`src/hdl/pogc_pkg.sv`:
```
package pogc_pkg;

  localparam int PIX_W          = 16;
  localparam int GAIN_FRAC_BITS = 10;
  localparam int DVD_W          = 2 * PIX_W;
  localparam int STEPS_PER_STG  = 4;
  localparam int DIV_STGS       = PIX_W / STEPS_PER_STG;
  localparam int CFG_IDX_W      = 2;
  localparam int CFG_DATA_W     = PIX_W;

  localparam logic [PIX_W-1:0] PEDESTAL = PIX_W'(100);
  localparam logic [PIX_W-1:0] SAT_RST  = PIX_W'(100);

  typedef enum logic [1:0] {
    MODE_RAW0      = 2'd0,
    MODE_RAW1      = 2'd1,
    MODE_TWO_FRAME = 2'd2,
    MODE_RAW3      = 2'd3
  } pogc_mode_t;

  typedef enum logic [CFG_IDX_W-1:0] {
    REG_OFFSET_MODE = 2'd0,
    REG_GAIN_ENABLE = 2'd1,
    REG_SATURATION  = 2'd2,
    REG_UNUSED      = 2'd3
  } pogc_reg_t;

  // one pipeline slot: control flags plus divider working set
  typedef struct packed {
    logic             vld;
    logic             byp;
    logic             zero;
    logic             ovf;
    logic [PIX_W-1:0] val;
    logic [PIX_W-1:0] gain;
    logic [PIX_W-1:0] rem;
    logic [PIX_W-1:0] quo;
    logic [PIX_W-1:0] dvd;
  } pogc_stage_t;

  // one restoring division step
  function automatic pogc_stage_t div_step(pogc_stage_t s);
    logic [PIX_W:0] t;
    pogc_stage_t    r;
    r = s;
    t = {s.rem, s.dvd[PIX_W-1]};
    if (t >= {1'b0, s.gain}) begin
      r.rem = PIX_W'(t - {1'b0, s.gain});
      r.quo = {s.quo[PIX_W-2:0], 1'b1};
    end else begin
      r.rem = t[PIX_W-1:0];
      r.quo = {s.quo[PIX_W-2:0], 1'b0};
    end
    r.dvd = {s.dvd[PIX_W-2:0], 1'b0};
    return r;
  endfunction

endpackage

```
`src/hdl/pixel_offset_gain_correction.sv`:
```
// channel | direction | handshake          | payload
// in_     | input     | in_valid/in_stall  | bright_pixel, dark_pixel, gain_word
// out_    | output    | out_valid/out_stall| corrected_pixel, zero_gain
// cfg_    | input     | cfg_valid/cfg_ready| cfg_index, cfg_data
//
// one pixel beat can enter every cycle while in_stall is low
// path: offset slot, 4-stage restoring divider (4 bits per stage), output register
// synchronous active-low reset clears valid bits and sets config registers to reset values
// a stall on out_ freezes the whole pipe; in_stall follows it when out is full
// bubbles are never squeezed while stalled, so nothing is lost or repeated
module pixel_offset_gain_correction (
  input  logic                           clk,
  input  logic                           rst_n,
  input  logic                           in_valid,
  output logic                           in_stall,
  input  logic [pogc_pkg::PIX_W-1:0]     in_bright_pixel,
  input  logic [pogc_pkg::PIX_W-1:0]     in_dark_pixel,
  input  logic [pogc_pkg::PIX_W-1:0]     in_gain_word,
  output logic                           out_valid,
  input  logic                           out_stall,
  output logic [pogc_pkg::PIX_W-1:0]     out_corrected_pixel,
  output logic                           out_zero_gain,
  input  logic                           cfg_valid,
  output logic                           cfg_ready,
  input  logic [pogc_pkg::CFG_IDX_W-1:0] cfg_index,
  input  logic [pogc_pkg::CFG_DATA_W-1:0] cfg_data
);
  import pogc_pkg::*;

  // configuration registers
  pogc_mode_t       mode_r;
  logic             gain_en_r;
  logic [PIX_W-1:0] sat_r;

  // pipe: slot 0 holds the offset result, slots 1..DIV_STGS the divider
  pogc_stage_t      s_r   [0:DIV_STGS];
  pogc_stage_t      s_nxt [0:DIV_STGS];

  logic             out_valid_r;
  logic [PIX_W-1:0] out_pix_r;
  logic             out_zero_r;
  logic [PIX_W-1:0] out_pix_nxt;

  logic             adv;
  logic             two_frame;
  logic [PIX_W-1:0] offs;
  logic [PIX_W-1:0] diff;
  logic [DVD_W-1:0] dividend;

  // pipe moves whenever the output slot is free or being taken
  assign adv       = !out_valid_r || !out_stall;
  assign in_stall  = !adv;
  assign cfg_ready = 1'b1;

  assign out_valid           = out_valid_r;
  assign out_corrected_pixel = out_pix_r;
  assign out_zero_gain       = out_zero_r;

  always_ff @(posedge clk) begin
    if (!rst_n) begin
      mode_r    <= MODE_RAW0;
      gain_en_r <= 1'b0;
      sat_r     <= SAT_RST;
    end else if (cfg_valid) begin
      unique case (pogc_reg_t'(cfg_index))
        REG_OFFSET_MODE: mode_r    <= pogc_mode_t'(cfg_data[1:0]);
        REG_GAIN_ENABLE: gain_en_r <= cfg_data[0];
        REG_SATURATION:  sat_r     <= cfg_data;
        default: ;
      endcase
    end
  end

  // stage 0: dark subtraction with pedestal and saturation clamp in two-frame mode, raw bright pixel otherwise
  assign two_frame = (mode_r == MODE_TWO_FRAME);
  assign diff      = in_dark_pixel - in_bright_pixel;

  always_comb begin
    if (in_bright_pixel >= sat_r) begin
      offs = sat_r;
    end else if (in_bright_pixel >= in_dark_pixel) begin
      offs = in_bright_pixel - in_dark_pixel + PEDESTAL;
    end else if (diff <= PEDESTAL) begin
      offs = PEDESTAL - diff;
    end else begin
      offs = PEDESTAL;
    end
  end

  always_comb begin
    s_nxt[0]      = '0;
    s_nxt[0].vld  = in_valid;
    s_nxt[0].byp  = !(two_frame && gain_en_r);
    s_nxt[0].zero = two_frame && gain_en_r && (in_gain_word == '0);
    s_nxt[0].val  = two_frame ? offs : in_bright_pixel;
    s_nxt[0].gain = in_gain_word;
  end

  // stage 1: quotient range check, remainder seed, first division steps
  // a quotient of 2^16 or more always clamps, so only 16 quotient bits are built
  assign dividend = DVD_W'(s_r[0].val) << GAIN_FRAC_BITS;

  always_comb begin
    s_nxt[1]     = s_r[0];
    s_nxt[1].ovf = dividend >= {s_r[0].gain, {PIX_W{1'b0}}};
    s_nxt[1].rem = dividend[DVD_W-1:PIX_W];
    s_nxt[1].dvd = dividend[PIX_W-1:0];
    s_nxt[1].quo = '0;
    for (int k = 0; k < STEPS_PER_STG; k++) begin
      s_nxt[1] = div_step(s_nxt[1]);
    end
  end

  // remaining divider stages
  for (genvar g = 2; g <= DIV_STGS; g++) begin : g_div
    always_comb begin
      s_nxt[g] = s_r[g-1];
      for (int k = 0; k < STEPS_PER_STG; k++) begin
        s_nxt[g] = div_step(s_nxt[g]);
      end
    end
  end

  always_ff @(posedge clk) begin
    for (int i = 0; i <= DIV_STGS; i++) begin
      if (!rst_n) begin
        s_r[i].vld <= 1'b0;
      end else if (adv) begin
        s_r[i] <= s_nxt[i];
      end
    end
  end

  // final stage: clamp against saturation and select
  always_comb begin
    if (s_r[DIV_STGS].byp) begin
      out_pix_nxt = s_r[DIV_STGS].val;
    end else if (s_r[DIV_STGS].zero || s_r[DIV_STGS].ovf || s_r[DIV_STGS].quo >= sat_r) begin
      out_pix_nxt = sat_r;
    end else begin
      out_pix_nxt = s_r[DIV_STGS].quo;
    end
  end

  always_ff @(posedge clk) begin
    if (!rst_n) begin
      out_valid_r <= 1'b0;
    end else if (adv) begin
      out_valid_r <= s_r[DIV_STGS].vld;
      out_pix_r   <= out_pix_nxt;
      out_zero_r  <= s_r[DIV_STGS].zero;
    end
  end

  // zero gain always saturates
  a_zero_sat: assert property (@(posedge clk) disable iff (!rst_n)
    out_valid && out_zero_gain |-> out_corrected_pixel == sat_r)
    else $error("zero gain beat not saturated");

  // zero gain only reachable with two-frame mode and gain on
  a_zero_mode: assert property (@(posedge clk) disable iff (!rst_n)
    out_valid && out_zero_gain |-> mode_r == MODE_TWO_FRAME && gain_en_r)
    else $error("zero gain flag outside gain path");

  // gain path output never exceeds the clamp
  a_gain_clamp: assert property (@(posedge clk) disable iff (!rst_n)
    out_valid && mode_r == MODE_TWO_FRAME && gain_en_r |-> out_corrected_pixel <= sat_r)
    else $error("gain result above saturation");

  // input back-pressure only when the output slot is held
  a_stall_src: assert property (@(posedge clk) disable iff (!rst_n)
    in_stall |-> out_valid && out_stall)
    else $error("input stalled without output stall");

endmodule
```
`config.mk`:
```
export PLATFORM = sky130hd
export DESIGN_NAME = pixel_offset_gain_correction
export DESIGN_NICKNAME = d
export VERILOG_FILES = /design/src/hdl/pogc_pkg.sv /design/src/hdl/pixel_offset_gain_correction.sv
export SDC_FILE = /design/constraint.sdc
export NUM_CORES = 1
export LEC_CHECK = 0
export BUFFER_PORTS_ARGS = -buffer_cell sky130_fd_sc_hd__buf_4
export CAP_MARGIN = 20
export CORE_AREA = 10 10 254 256
export DETAILED_ROUTE_END_ITERATION = 16
export DIE_AREA = 0 0 264 266
export PLACE_DENSITY_LB_ADDON = 0.08
export SKIP_LAST_GASP = 1
export SLEW_MARGIN = 10
export SYNTH_ARGS = -nofsm -noshare
export SYNTH_HDL_FRONTEND = slang
export SYNTH_SLANG_ARGS = --single-unit
export TNS_END_PERCENT = 5
```
`constraint.sdc`:
```
create_clock -name clk -period 24.9 [get_ports clk]
set_input_delay 3.735 -clock clk [delete_from_list [all_inputs] [get_ports clk]]
set_output_delay 3.735 -clock clk [all_outputs]
set_load 0.03 [all_outputs]
```
==> summary.md <==
| Metric | Value |
|---|---|
| Setup bufs post-CTS | `0` |
| Total grt overflow | `0` |
| Synthesized flop and latch total | `288` |
| Top Family by Delay on Critical Path | `compound AO/OA/AOI/OAI gates` |
| DRC | `0` |
| FMAX | `80.23 MHz` |
| Setup TNS Final | `0 ns` |
| Mapped Area | `0.02636 mm2` |
| CTS Buffer Depth | `3` |
| Routed len/inst | `20.58 um` |
| Async S/R FF share, synth | `0%` |
| Gr busiest metal | `met2` |
| Final HPWL DP | `61.93 mm` |
| Final Hold Fails | `0` |
| Setup CP Type | `reg -> reg` |
| Synth unique cells | `94` |
| Total track usage | `21.04%` |
| Warnings, synthesis | `0` |
| First-pass GRT wire length | `119.0 mm` |
| CP endpoint kind | `flip-flop` |
| Routed Antenna Nets | `0` |
| Area Growth Syn to Fin | `9.644%` |
| Pre-antenna DRT Iters | `6` |
| Hold WC Path Type | `reg -> reg` |
| Top_reg_cell synth | `edfxtp_1` |
| Post-cts resize count | `0` |
| Final setup viols | `0` |
| Clock Pin Slew Worst Setup and Hold Paths | `0.06 ns` |
| Avg Synthesized Cell Area | `9.356 um2` |
| Die Ht | `266 um` |
| Slowest stage delay, CP | `0.87 ns` |
| Fin crit share | `50.06%` |
| Sequential cell area | `0.008438 mm2` |
| Rel. slew slack | `22.61%` |
| Main area contributors after synthesis | `edfxtp_1 30%, ha_1 16%, mux2_2 5.2%` |
| CTS root buf | `clkbuf_16` |
| Filler Cells Inserted | `5569` |
| Multi-input combinational cell area | `0.01693 mm2` |
| Buf/Inv on CP | `4` |
| I/O Pins | `91` |
| Routed WL | `76.29 mm` |
| Total CTS buffers | `34` |
| Number of port buffers | `89` |
| Share of the synthesized area in the top cell type | `30.41%` |
| Via count | `21.45k` |
| Tmin final | `12.46 ns` |
| Post-route insts no fill | `3707` |
| Antenna violations before repair | `1` |
| Die outline width | `264 um` |
| Largest net degree at the start of global routing | `70` |
| M3 GR Usage | `1.960%` |
| Clk Latency, worst-skew pair | `0.54 ns` |
| Vias in the first global route | `21.39k` |
| Cell taking the most area after synthesis | `edfxtp_1` |
| CP Launch Type | `flip-flop` |
| Proportion of layout cells with a drive suffix above 1 | `10.88%` |
| EDFF count, synth | `267` |
| Post-layout nets | `3315` |
| CTS Hold Buffers Added | `0` |
| Met1 global-route usage | `27.11%` |
| Clock sink total | `288` |
| Floorplan row count | `90` |
| M2 GR Usage | `36.63%` |
| Commonest non-fill, non-tap cell in the layout | `ha_1` |
| Post-Synthesis Net Count | `3232` |
| CTS tree | `done` |
| DP Cell Count | `3647` |
| Fin. max-slew vios | `0` |
| Max cap viols | `0` |
| DR iter-0 viols | `1357` |
| Slew @ Worst Pin | `1.132 ns` |
| Worst path required time | `25.17 ns` |
| Initial Util | `44.17%` |
| RSZ-0062 raised after global routing | `no` |
| Clock Skews | `0.02575 ns` |
| Crit path top cell by count | `ha_1` |
| Cells after Synth | `2818` |
| Sequential cell area fraction in the yosys report | `32.01%` |
| Arrival @ worst endpoint | `12.74 ns` |
| Htree depth | `2` |
| Status | `completed` |
| Final GP Congestion | `0.9030` |
| Core Region | `0.05968 mm2` |
| Most frequent cells in the layout | `332 x ha_1, 267 x edfxtp_1, 206 x nand2_1` |
| Die area | `0.07022 mm2` |
| Slowest CP cell | `o31ai_4` |
| Routed vias/inst | `5.787` |
| CP max FO | `33` |
-- worst register-to-register path: cells and delay by family, from the launching register on --
family / cells / cell delay [ns]
AOI/OAI and AO/OA: 21 / 6.62
buffers and inverters: 4 / 1.00
DFF: 1 / 0.50
and+or+nand+nor: 8 / 1.34
adders and majority gates: 4 / 1.26
muxes: 4 / 1.50
-- stage by stage --
step	area (um2)	util (%)	worst slack, ns	hold slack (ns)
floorplan	26360	-	14.29	0.4003
global placement	27870	46.70	12.88	0.4005
detailed placement	27870	46.70	12.54	0.4045
CTS	28900	48.43	12.50	0.4115
global route	28900	48.43	11.53	0.4213
finish	28910	48.43	12.44	0.4061
-- registers in the layout (all words and copies together), names as in the netlist --
register             cells
gain_en_r                1
mode_r                   2
out_corrected_pixel     16
out_valid                1
out_zero_gain            1
s_r                    251
sat_r                   16
-- cells by family after synthesis --
group,after synthesis,synth area share [%]
xor gates and xnor gates,192,6.378
other,1,0.01422
AOI/OAI and AO/OA,792,19.94
buffers and inverters,258,3.820
and+or+nand+nor,784,14.55
muxes,160,6.701
adders and majority gates,343,16.59
DFF,288,32.01
-- routing by layer --
| metal | up-vias | wire [um] |
|---|---|---|
| li1 | 10710 | - |
| met1 | 10220 | 34990 |
| met2 | 421 | 36530 |
| met3 | 105 | 2706 |
| met4 | 0 | 2064 |
| met5 | - | 0 |
-- cells in the mapped netlist, types with 11 or more instances --
cell        n
or2_2      17
a21boi_0   23
o21bai_1   23
fa_1       11
o211ai_1   19
a21o_1     98
nor3_1     66
xnor2_1   124
nand3_1    60
clkbuf_1   33
ha_1      332
dfxtp_1    21
xor2_1     68
nand2_1   206
o21ai_0   162
nand4_1    44
nor2_1    192
a211oi_1   32
edfxtp_1  267
a31oi_1    26
mux2_2    121
a211o_1    13
mux2i_1    37
nor4_1     19
inv_1     199
a221o_1    12
nand2b_1   28
and2_1     17
o31ai_1    24
buf_2      16
nor2b_1    44
and3_1     31
or3_1      20
o21a_1     56
a21oi_1   195
-- path summary, 6_finish.rpt --
path | end | from | depth (start not counted) | slack, ns
hold reg to reg | s_r[1][77] | s_r[0][77] | 0 | 0.41
setup / recovery | s_r[2][33] | s_r[1][45] | 41 | 12.44
setup reg to reg | s_r[2][33] | s_r[1][45] | 41 | 12.44
hold / removal | s_r[1][77] | s_r[0][77] | 0 | 0.41
-- final cells by class --
| cell class | count | share of cell area [%] |
|---|---|---|
| Multi-Input combinational cell | 2272 | 58.57 |
| Tap cell | 782 | 3.385 |
| Clock buffer | 40 | 3.021 |
| Antenna cell | 1 | 0.008657 |
| Timing Repair Buffer | 102 | 2.649 |
| Clock inverter | 19 | 0.5411 |
| Sequential cell | 288 | 29.19 |
| Inverter | 203 | 2.636 |
Power is not shown: default switching activity piles up to over one toggle a cycle in this logic, so the estimate is an artifact.
